### src/sv/csvs_pkg.sv
`timescale 1ns / 1ps
`default_nettype none
// ----------------------------------------------------------------------------
// csvs_pkg
// Shared types, constants and helpers for the CSV line field splitter.
// ----------------------------------------------------------------------------
package csvs_pkg;

  // Default sizes
  localparam int FieldLenDef      = 32;
  localparam int MaxFieldCountDef = 16;

  // Characters with a meaning to the parser
  localparam logic [7:0] CharQuote = 8'h22;
  localparam logic [7:0] CharComma = 8'h2C;
  localparam logic [7:0] CharTab   = 8'h09;
  localparam logic [7:0] CharSpace = 8'h20;
  localparam logic [7:0] CharCr    = 8'h0D;

  // One input item
  typedef struct packed {
    logic [7:0] in_byte;
    logic       line_last;
  } in_item_t;

  // One result item
  typedef struct packed {
    logic [7:0] out_byte;
    logic       has_byte;
    logic [3:0] field_number;
    logic       field_end;
    logic       line_end;
    logic [4:0] field_total;
    logic       run_last;
  } out_item_t;

  // Emission sequencer states
  typedef enum logic [1:0] {
    StIdle,
    StRead,
    StPush,
    StOne
  } state_e;

  // C-locale whitespace: space, tab, newline, vertical tab, form feed, CR
  function automatic logic is_c_space(input logic [7:0] b);
    return (b == CharSpace) || ((b >= CharTab) && (b <= CharCr));
  endfunction

endpackage
`default_nettype wire

### src/sv/csvs_ram.sv
`timescale 1ns / 1ps
`default_nettype none
// ----------------------------------------------------------------------------
// csvs_ram
// Generic single-write, single-read RAM with a registered read port.
// ----------------------------------------------------------------------------
module csvs_ram #(
  parameter int WIDTH = 8,
  parameter int DEPTH = 31,
  localparam int AW   = (DEPTH > 1) ? $clog2(DEPTH) : 1
) (
  input  wire logic             clk_i,
  input  wire logic             we_i,
  input  wire logic [AW-1:0]    waddr_i,
  input  wire logic [WIDTH-1:0] wdata_i,
  input  wire logic             re_i,
  input  wire logic [AW-1:0]    raddr_i,
  output logic      [WIDTH-1:0] rdata_o
);

  logic [WIDTH-1:0] mem_q [DEPTH];

  // Write port
  always_ff @(posedge clk_i) begin
    if (we_i) begin
      mem_q[waddr_i] <= wdata_i;
    end
  end

  // Registered read port, holds its data between reads
  always_ff @(posedge clk_i) begin
    if (re_i) begin
      rdata_o <= mem_q[raddr_i];
    end
  end

endmodule
`default_nettype wire

### src/sv/csv_line_field_splitter.sv
`timescale 1ns / 1ps
`default_nettype none
// ----------------------------------------------------------------------------
// csv_line_field_splitter
// Splits a CSV line, one byte per item, into whitespace-trimmed fields.
// ----------------------------------------------------------------------------
// One item is taken at a time. The accepting cycle parses the byte, writes it
// into the field buffer RAM and updates the line state. An item that closes
// no field leaves the sequencer idle for the next item. A closed field with
// kept characters then has a RAM read (StRead) and emits one result per
// kept character (StPush); an empty field or a bare line end gives one
// result (StOne); a separator on a line's last byte adds one more. Output
// stall holds emission. The field buffer RAM (one write and one read port) sets the pace.
module csv_line_field_splitter
  import csvs_pkg::*;
#(
  parameter int FIELD_LEN       = FieldLenDef,
  parameter int MAX_FIELD_COUNT = MaxFieldCountDef
) (
  input  wire logic      clk_i,
  input  wire logic      rst_ni,
  input  wire logic      in_valid_i,
  output logic           in_stall_o,
  input  wire in_item_t  in_item_i,
  output logic           out_valid_o,
  input  wire logic      out_stall_i,
  output out_item_t      out_item_o
);

  localparam int BufDepth = FIELD_LEN - 1;
  localparam int AW       = (BufDepth > 1) ? $clog2(BufDepth) : 1;
  localparam int PW       = $clog2(FIELD_LEN);
  localparam int FIW      = $clog2(MAX_FIELD_COUNT + 1);
  localparam int XW       = (FIW + 1 > 5) ? FIW + 1 : 5;

  localparam logic [PW-1:0]  LenLimit = PW'(BufDepth);
  localparam logic [FIW-1:0] MaxIdx   = FIW'(MAX_FIELD_COUNT);
  localparam logic [4:0]     MaxTot   = 5'(MAX_FIELD_COUNT);

  // Line state
  logic           quoting_q, quoting_d;
  logic           qpend_q, qpend_d;
  logic [FIW-1:0] fidx_q, fidx_d;
  logic [PW-1:0]  len_q, len_d;
  logic           seen_q, seen_d;
  logic [AW-1:0]  first_q, first_d;
  logic [AW-1:0]  last_q, last_d;

  // Pending emission job
  logic           a_pend_q, a_pend_d;
  logic           a_seen_q, a_seen_d;
  logic [AW-1:0]  a_first_q, a_first_d;
  logic [AW-1:0]  a_last_q, a_last_d;
  logic           a_lend_q, a_lend_d;
  logic [FIW-1:0] a_fidx_q, a_fidx_d;
  logic           b_pend_q, b_pend_d;
  logic           b_bare_q, b_bare_d;
  logic [FIW-1:0] b_fidx_q, b_fidx_d;

  state_e         state_q, state_d;
  logic [AW-1:0]  rd_ptr_q, rd_ptr_d;

  logic           out_valid_q;
  out_item_t      out_q, out_n;
  logic           load;
  logic           slot_free;

  logic           accept;
  logic           st_en, wr_en, sep_close, handled, qeff;
  logic [7:0]     st_byte;
  logic [AW-1:0]  wr_addr;
  logic           job_a, job_b, job_bare;
  logic [FIW-1:0] fidx_next;

  logic           ram_re;
  logic [AW-1:0]  ram_raddr;
  logic [7:0]     ram_rdata;

  logic [XW-1:0]  ix_a, tot_a, ix_b, tot_b;

  assign accept    = in_valid_i && (state_q == StIdle);
  assign in_stall_o = (state_q != StIdle);
  assign slot_free = !out_valid_q || !out_stall_i;
  assign wr_addr   = AW'(len_q);
  assign fidx_next = fidx_q + FIW'(1);

  assign ix_a  = XW'(a_fidx_q);
  assign tot_a = ix_a + XW'(1);
  assign ix_b  = XW'(b_fidx_q);
  assign tot_b = ix_b + XW'(1);

  // Parse one byte: quoting, separators, buffer store and job setup
  always_comb begin
    quoting_d = quoting_q;
    qpend_d   = qpend_q;
    fidx_d    = fidx_q;
    len_d     = len_q;
    seen_d    = seen_q;
    first_d   = first_q;
    last_d    = last_q;
    st_en     = 1'b0;
    st_byte   = in_item_i.in_byte;
    sep_close = 1'b0;
    handled   = 1'b0;
    qeff      = quoting_q;
    job_a     = 1'b0;
    job_b     = 1'b0;
    job_bare  = 1'b0;

    if (fidx_q < MaxIdx) begin
      // A pending quote is either doubled or closes the quotes
      if (qpend_q) begin
        qpend_d = 1'b0;
        if (in_item_i.in_byte == CharQuote) begin
          st_en   = 1'b1;
          st_byte = CharQuote;
          handled = 1'b1;
        end else begin
          qeff = 1'b0;
        end
      end
      quoting_d = qeff;
      if (!handled) begin
        if (in_item_i.in_byte == CharQuote) begin
          if (qeff) begin
            qpend_d = 1'b1;
          end else begin
            quoting_d = 1'b1;
          end
        end else if (((in_item_i.in_byte == CharComma) ||
                      (in_item_i.in_byte == CharTab)) && !qeff) begin
          sep_close = 1'b1;
        end else begin
          st_en = 1'b1;
        end
      end
    end

    // Store into the buffer while there is room
    wr_en = st_en && (len_q < LenLimit);
    if (wr_en) begin
      if (!is_c_space(st_byte)) begin
        if (!seen_q) begin
          first_d = wr_addr;
        end
        seen_d = 1'b1;
        last_d = wr_addr;
      end
      len_d = len_q + PW'(1);
    end

    // Results this byte causes
    if (sep_close) begin
      job_a  = 1'b1;
      fidx_d = fidx_next;
      len_d  = '0;
      seen_d = 1'b0;
      first_d = '0;
      last_d  = '0;
      if (in_item_i.line_last) begin
        job_b    = 1'b1;
        job_bare = !(fidx_next < MaxIdx);
      end
    end else if (in_item_i.line_last) begin
      if (fidx_q < MaxIdx) begin
        job_a = 1'b1;
      end else begin
        job_b    = 1'b1;
        job_bare = 1'b1;
      end
    end

    // Line end returns the line state to reset
    if (in_item_i.line_last) begin
      quoting_d = 1'b0;
      qpend_d   = 1'b0;
      fidx_d    = '0;
      len_d     = '0;
      seen_d    = 1'b0;
      first_d   = '0;
      last_d    = '0;
    end
  end

  // Emission sequencer
  always_comb begin
    state_d   = state_q;
    rd_ptr_d  = rd_ptr_q;
    a_pend_d  = a_pend_q;
    a_seen_d  = a_seen_q;
    a_first_d = a_first_q;
    a_last_d  = a_last_q;
    a_lend_d  = a_lend_q;
    a_fidx_d  = a_fidx_q;
    b_pend_d  = b_pend_q;
    b_bare_d  = b_bare_q;
    b_fidx_d  = b_fidx_q;
    ram_re    = 1'b0;
    ram_raddr = rd_ptr_q;
    load      = 1'b0;
    out_n     = '0;

    case (state_q)
      StIdle: begin
        if (accept) begin
          a_pend_d  = job_a;
          a_seen_d  = seen_d;
          a_first_d = first_d;
          a_last_d  = last_d;
          a_lend_d  = in_item_i.line_last && !sep_close;
          a_fidx_d  = fidx_q;
          b_pend_d  = job_b;
          b_bare_d  = job_bare;
          b_fidx_d  = fidx_next;
          // the job captures post-store positions, taken before line clear
          if (job_a) begin
            a_seen_d  = seen_q || (wr_en && !is_c_space(st_byte));
            a_first_d = seen_q ? first_q : wr_addr;
            a_last_d  = (wr_en && !is_c_space(st_byte)) ? wr_addr : last_q;
          end
          if (job_a && a_seen_d) begin
            state_d = StRead;
          end else if (job_a || job_b) begin
            state_d = StOne;
          end
        end
      end

      StRead: begin
        ram_re    = 1'b1;
        ram_raddr = a_first_q;
        rd_ptr_d  = a_first_q;
        state_d   = StPush;
      end

      StPush: begin
        if (slot_free) begin
          load               = 1'b1;
          out_n.out_byte     = ram_rdata;
          out_n.has_byte     = 1'b1;
          out_n.field_number = ix_a[3:0];
          if (rd_ptr_q == a_last_q) begin
            out_n.field_end   = 1'b1;
            out_n.line_end    = a_lend_q;
            out_n.field_total = a_lend_q ? tot_a[4:0] : 5'd0;
            out_n.run_last    = !b_pend_q;
            a_pend_d          = 1'b0;
            state_d           = b_pend_q ? StOne : StIdle;
          end else begin
            rd_ptr_d  = rd_ptr_q + AW'(1);
            ram_re    = 1'b1;
            ram_raddr = rd_ptr_q + AW'(1);
          end
        end
      end

      StOne: begin
        if (slot_free) begin
          load = 1'b1;
          if (a_pend_q) begin
            // empty field
            out_n.field_number = ix_a[3:0];
            out_n.field_end    = 1'b1;
            out_n.line_end     = a_lend_q;
            out_n.field_total  = a_lend_q ? tot_a[4:0] : 5'd0;
            out_n.run_last     = !b_pend_q;
            a_pend_d           = 1'b0;
            state_d            = b_pend_q ? StOne : StIdle;
          end else begin
            out_n.line_end = 1'b1;
            out_n.run_last = 1'b1;
            if (b_bare_q) begin
              out_n.field_total = MaxTot;
            end else begin
              out_n.field_number = ix_b[3:0];
              out_n.field_end    = 1'b1;
              out_n.field_total  = tot_b[4:0];
            end
            b_pend_d = 1'b0;
            state_d  = StIdle;
          end
        end
      end

      default: begin
        state_d = StIdle;
      end
    endcase
  end

  // Field buffer
  csvs_ram #(
    .WIDTH (8),
    .DEPTH (BufDepth)
  ) u_buf (
    .clk_i   (clk_i),
    .we_i    (accept && wr_en),
    .waddr_i (wr_addr),
    .wdata_i (st_byte),
    .re_i    (ram_re),
    .raddr_i (ram_raddr),
    .rdata_o (ram_rdata)
  );

  // Control and line state registers
  always_ff @(posedge clk_i or negedge rst_ni) begin
    if (!rst_ni) begin
      state_q   <= StIdle;
      rd_ptr_q  <= '0;
      quoting_q <= 1'b0;
      qpend_q   <= 1'b0;
      fidx_q    <= '0;
      len_q     <= '0;
      seen_q    <= 1'b0;
      first_q   <= '0;
      last_q    <= '0;
      a_pend_q  <= 1'b0;
      a_seen_q  <= 1'b0;
      a_first_q <= '0;
      a_last_q  <= '0;
      a_lend_q  <= 1'b0;
      a_fidx_q  <= '0;
      b_pend_q  <= 1'b0;
      b_bare_q  <= 1'b0;
      b_fidx_q  <= '0;
    end else begin
      state_q   <= state_d;
      rd_ptr_q  <= rd_ptr_d;
      a_pend_q  <= a_pend_d;
      a_seen_q  <= a_seen_d;
      a_first_q <= a_first_d;
      a_last_q  <= a_last_d;
      a_lend_q  <= a_lend_d;
      a_fidx_q  <= a_fidx_d;
      b_pend_q  <= b_pend_d;
      b_bare_q  <= b_bare_d;
      b_fidx_q  <= b_fidx_d;
      if (accept) begin
        quoting_q <= quoting_d;
        qpend_q   <= qpend_d;
        fidx_q    <= fidx_d;
        len_q     <= len_d;
        seen_q    <= seen_d;
        first_q   <= first_d;
        last_q    <= last_d;
      end
    end
  end

  // Output register: valid flag
  always_ff @(posedge clk_i or negedge rst_ni) begin
    if (!rst_ni) begin
      out_valid_q <= 1'b0;
    end else if (load) begin
      out_valid_q <= 1'b1;
    end else if (!out_stall_i) begin
      out_valid_q <= 1'b0;
    end
  end

  // Output register: payload
  always_ff @(posedge clk_i) begin
    if (load) begin
      out_q <= out_n;
    end
  end

  assign out_valid_o = out_valid_q;
  assign out_item_o  = out_q;

`ifndef SYNTH
  // read pointer stays inside the kept span of the field
  a_ptr_span: assert property (@(posedge clk_i) disable iff (!rst_ni)
    (state_q == StPush) |-> ((rd_ptr_q >= a_first_q) && (rd_ptr_q <= a_last_q)))
    else $error("read pointer outside field span");

  // field index never passes the field limit
  a_fidx_range: assert property (@(posedge clk_i) disable iff (!rst_ni)
    fidx_q <= MaxIdx)
    else $error("field index beyond limit");

  // a line end clears the line state
  a_line_clear: assert property (@(posedge clk_i) disable iff (!rst_ni)
    (accept && in_item_i.line_last) |=> ((fidx_q == '0) && !quoting_q && !qpend_q &&
                                         (len_q == '0) && !seen_q))
    else $error("line state not cleared at line end");

  // the last result of an item returns the sequencer to idle
  a_run_done: assert property (@(posedge clk_i) disable iff (!rst_ni)
    (load && out_n.run_last) |=> (state_q == StIdle))
    else $error("sequencer busy after last result");

  // buffer fill never exceeds its depth
  a_len_range: assert property (@(posedge clk_i) disable iff (!rst_ni)
    len_q <= LenLimit)
    else $error("buffer fill beyond depth");
`endif

endmodule
`default_nettype wire

### config.mk
export PLATFORM = sky130hd
export DESIGN_NAME = csv_line_field_splitter
export DESIGN_NICKNAME = d
export VERILOG_FILES = /design/src/sv/csvs_pkg.sv /design/src/sv/csvs_ram.sv /design/src/sv/csv_line_field_splitter.sv
export SDC_FILE = /design/constraint.sdc
export NUM_CORES = 1
export LEC_CHECK = 0
export ABC_AREA = 1
export BUFFER_PORTS_ARGS = -buffer_cell sky130_fd_sc_hd__buf_2
export CORE_MARGIN = 2
export CORE_UTILIZATION = 52
export CTS_CLUSTER_SIZE = 12
export DETAILED_ROUTE_END_ITERATION = 10
export PLACE_DENSITY = 0.71
export SYNTH_ARGS = -nofsm -noshare
export SYNTH_HDL_FRONTEND = slang
export SYNTH_HIERARCHICAL = 1
export SYNTH_SLANG_ARGS = --single-unit
### constraint.sdc
create_clock -name clk_i -period 2.4 [get_ports clk_i]
set_input_delay 0 -clock clk_i [delete_from_list [all_inputs] [get_ports clk_i]]
set_output_delay 0 -clock clk_i [all_outputs]
set_load 0.005 [all_outputs]
==> impl_metrics.env <==
export IMPL_synth_seq_cells=332
export IMPL_cts_tree="yes"
export IMPL_required_ns=2.68
export IMPL_ys_async_sr_fraction_pct=16.6
export IMPL_yosysTopAreaCellShare_pct=57.2
export IMPL_dieArea_um2=29300
export IMPL_hp_class="input port to flop"
export IMPL_setup_viol=8
export IMPL_cts_sinks=332
export IMPL_arrival_ns=3.00
export IMPL_netlist_instances=1382
export IMPL_start_util_pct=52.6
export IMPL_yosysTopAreaCell="edfxtp_1"
export IMPL_violations="setup timing"
export IMPL_maxCapViolations=0
export IMPL_fin_skew_ns=0.0273
export IMPL_coreArea_um2=27600
export IMPL_grt_pass1_wl_um=55700
export IMPL_ys_flop_type="edfxtp_1"
export IMPL_critPathLaunchType="flop"
export IMPL_synth_edf_count=277
export IMPL_dpl_cell_area_um2=15800
export IMPL_fin_ws_ns=-0.321
export IMPL_area_growth_synth_to_final_pct=21.3
export IMPL_rsz0062_at_grt="true"
export IMPL_postRouteAntennaNets=0
export IMPL_synth_cell_types=42
export IMPL_syn_area_um2=14500
export IMPL_fin_hold_ws_ns=0.0690
export IMPL_clock_fmax_mhz=368
export IMPL_drcViolationCount=0
export IMPL_overflow=0
export IMPL_wire_per_inst_um=19.5
export IMPL_portBuffers=35
export IMPL_worstSetupPathType="flop to flop"
export IMPL_drt_iter0_markers=1262
export IMPL_layout_nets=1548
export IMPL_grt_use_total_pct=24.8
export IMPL_clockRootBuffer="clkbuf_16"
export IMPL_cts_path_max_buffers=3
export IMPL_ys_warn_count=6
export IMPL_die_h_um=171
export IMPL_syn_avg_cell_area_um2=10.5
export IMPL_place_gp_congestion=0.883
export IMPL_syn_nets=1406
export IMPL_final_layout_size_suffix_gt1_share_pct=19.4
export IMPL_die_w_um=171
export IMPL_nFillCells=2110
export IMPL_final_cell_area_um2=17600
export IMPL_insertion_delay_ns=0.53
export IMPL_grt_max_degree=65
export IMPL_multi_input_area_um2=4470
export IMPL_dpl_worst_slack_ns=-0.186
export IMPL_dp_cells=1831
export IMPL_grt_pass1_vias=10100
export IMPL_place_hpwl_um=22100
export IMPL_vias=10900
export IMPL_status="finished with violations"
export IMPL_rows=61
export IMPL_min_period_ns=2.72
export IMPL_endpoint_kind="flop"
export IMPL_worst_slew_pin_slew_ns=0.839
export IMPL_hold_viol_final=0
export IMPL_synth_seq_area_share_pct=66.7
export IMPL_wirelength_um=37500
export IMPL_fin_crit_sh_pct=113
export IMPL_diodes=0
export IMPL_path_clk_slew_ns=0.06
export IMPL_avgViaCountPerCell=5.64
export IMPL_cts_buffers_inserted=35
export IMPL_top_level_ports=36
export IMPL_crit_fanout=8
export IMPL_seqCellArea_um2=9690
export IMPL_yosys_top_cells_area="edfxtp_1, nand2_1, dfrtp_1"
export IMPL_dr_pass1_iters=5
export IMPL_antenna_found_initial=0
export IMPL_report_final_slew_viol_count=0
export IMPL_htreeDepth=2
export IMPL_slew_headroom_pct=43.9
export IMPL_stdcell_count=1927
## flip-flops by register name (all words and copies together) (netlist names)
signal,flops
out_valid_o,1
a_pend_q,1
a_last_q,5
b_fidx_q,5
u_buf/mem_q,248
a_fidx_q,5
len_q,5
a_first_q,5
b_pend_q,1
seen_q,1
out_item_o,21
a_lend_q,1
last_q,5
rd_ptr_q,5
b_bare_q,1
state_q,2
u_buf/rdata_o,8
first_q,5
fidx_q,5
qpend_q,1
quoting_q,1
## area by class of cell
type / count / area share [%]
timing repair inverter: 1 / 0.0355
inverter: 82 / 1.83
clock inverter: 5 / 0.376
sequential: 332 / 55.0
clock buffer: 57 / 5.78
multi-input combinational: 900 / 25.4
tap: 378 / 2.68
timing repair buffer: 172 / 8.94
## kinds of logic (layout without fill, tap and decap cells)
family	count (synthesis)	after routing	share of synthesized area [%]
AO/OA/AOI/OAI	96	96	4.07
XOR/XNOR	8	8	0.482
adder cells (fa/ha/maj)	11	11	0.947
buffers and inverters	150	317	4.41
flip-flops	332	332	66.7
AND/OR/NAND/NOR	785	785	23.4
## synthesized netlist by cell type (2+ instances only)
library cell / instances
inv_2: 8
ha_1: 11
o22ai_1: 7
dfrtp_1: 55
clkinv_1: 2
o21ai_0: 33
a22oi_1: 5
inv_1: 72
buf_6: 2
buf_2: 35
nor3_1: 2
nand4_1: 6
nand3_2: 3
nand2_1: 426
nand3_1: 248
o21ai_1: 9
edfxtp_1: 277
clkbuf_1: 22
nand3_4: 2
o211ai_2: 4
nand2_2: 3
o21ai_2: 9
nor2_1: 85
a21oi_1: 21
nand2_4: 5
buf_1: 4
buf_4: 5
xor2_1: 6
xnor2_1: 2
## worst max-delay path, stage by stage (launching register included)
cell and delay (ns):
dfrtp_1 0.38, buf_4 0.14, buf_4 0.12, buf_4 0.14, ha_4 0.25, nand3b_1 0.09, nand3_1 0.08, a22oi_2 0.28
buf_6 0.18, buf_4 0.13, buf_8 0.12, nand3_1 0.09, nand3_1 0.12, nand2_1 0.09, nand2_1 0.07, nand2_1 0.07
nand2_1 0.06, nand2_1 0.05
## placed cells by master, fill, tap and decap left out, types with 9 or more instances in the layout
cell	n
nand3_1	209
nand3_2	38
o21ai_1	9
inv_1	72
o21ai_2	9
clkbuf_1	17
clkbuf_16	43
nor2_1	84
o21ai_0	33
buf_4	104
ha_1	10
dfrtp_1	55
buf_2	35
nand2_1	421
a21oi_1	20
edfxtp_1	277
## path summary, 6_finish.rpt
| check | start | endpoint | slack (ns) | cells after the start |
|---|---|---|---|---|
| max reg2reg | rd_ptr_q[0] | u_buf/rdata_o[4] | -0.32 | 17 |
| min reg2reg | last_q[3] | last_q[3] | 0.48 | 2 |
| max | rd_ptr_q[0] | u_buf/rdata_o[4] | -0.32 | 17 |
| min in group asynchronous | rst_ni | first_q[2] | 0.10 | 3 |
| min | in_item_i[6] | quoting_q | 0.07 | 7 |
| max in group asynchronous | rst_ni | b_fidx_q[2] | 1.19 | 3 |
## layer usage
metal | wire (µm) | part of all wire [%] | vias up | GRT usage [%]
met5 | 0 | 0 | - | 0
met3 | 3250 | 8.7 | 85 | 3.91
li1 | - | - | 5021 | -
met1 | 15200 | 41 | 5231 | 34.2
met4 | 1170 | 3.1 | 0 | 8.55
met2 | 17800 | 48 | 526 | 40.4
## repair_timing
item / in CTS / in global routing
endpoints found under the hold margin: 73 / 0
setup endpoints to repair: 8 / 16
hold buffers: 6 / 0
buffers inserted: 2 / 15
cloned: 2 / 9
resized for setup: 5 / 66
pin swaps: 3 / 16
## metrics by stage
stage	util [%]	setup TNS, ns
5_1_grt	63.8	-2.92
6_report	63.8	-2.12
3_5_place_dp	57.0	-1.39
3_3_place_gp	57.0	-1.02
2_1_floorplan	-	0
4_1_cts	61.6	-1.36
Power is not shown: default switching activity piles up to over one toggle a cycle in this logic, so the estimate is an artifact.
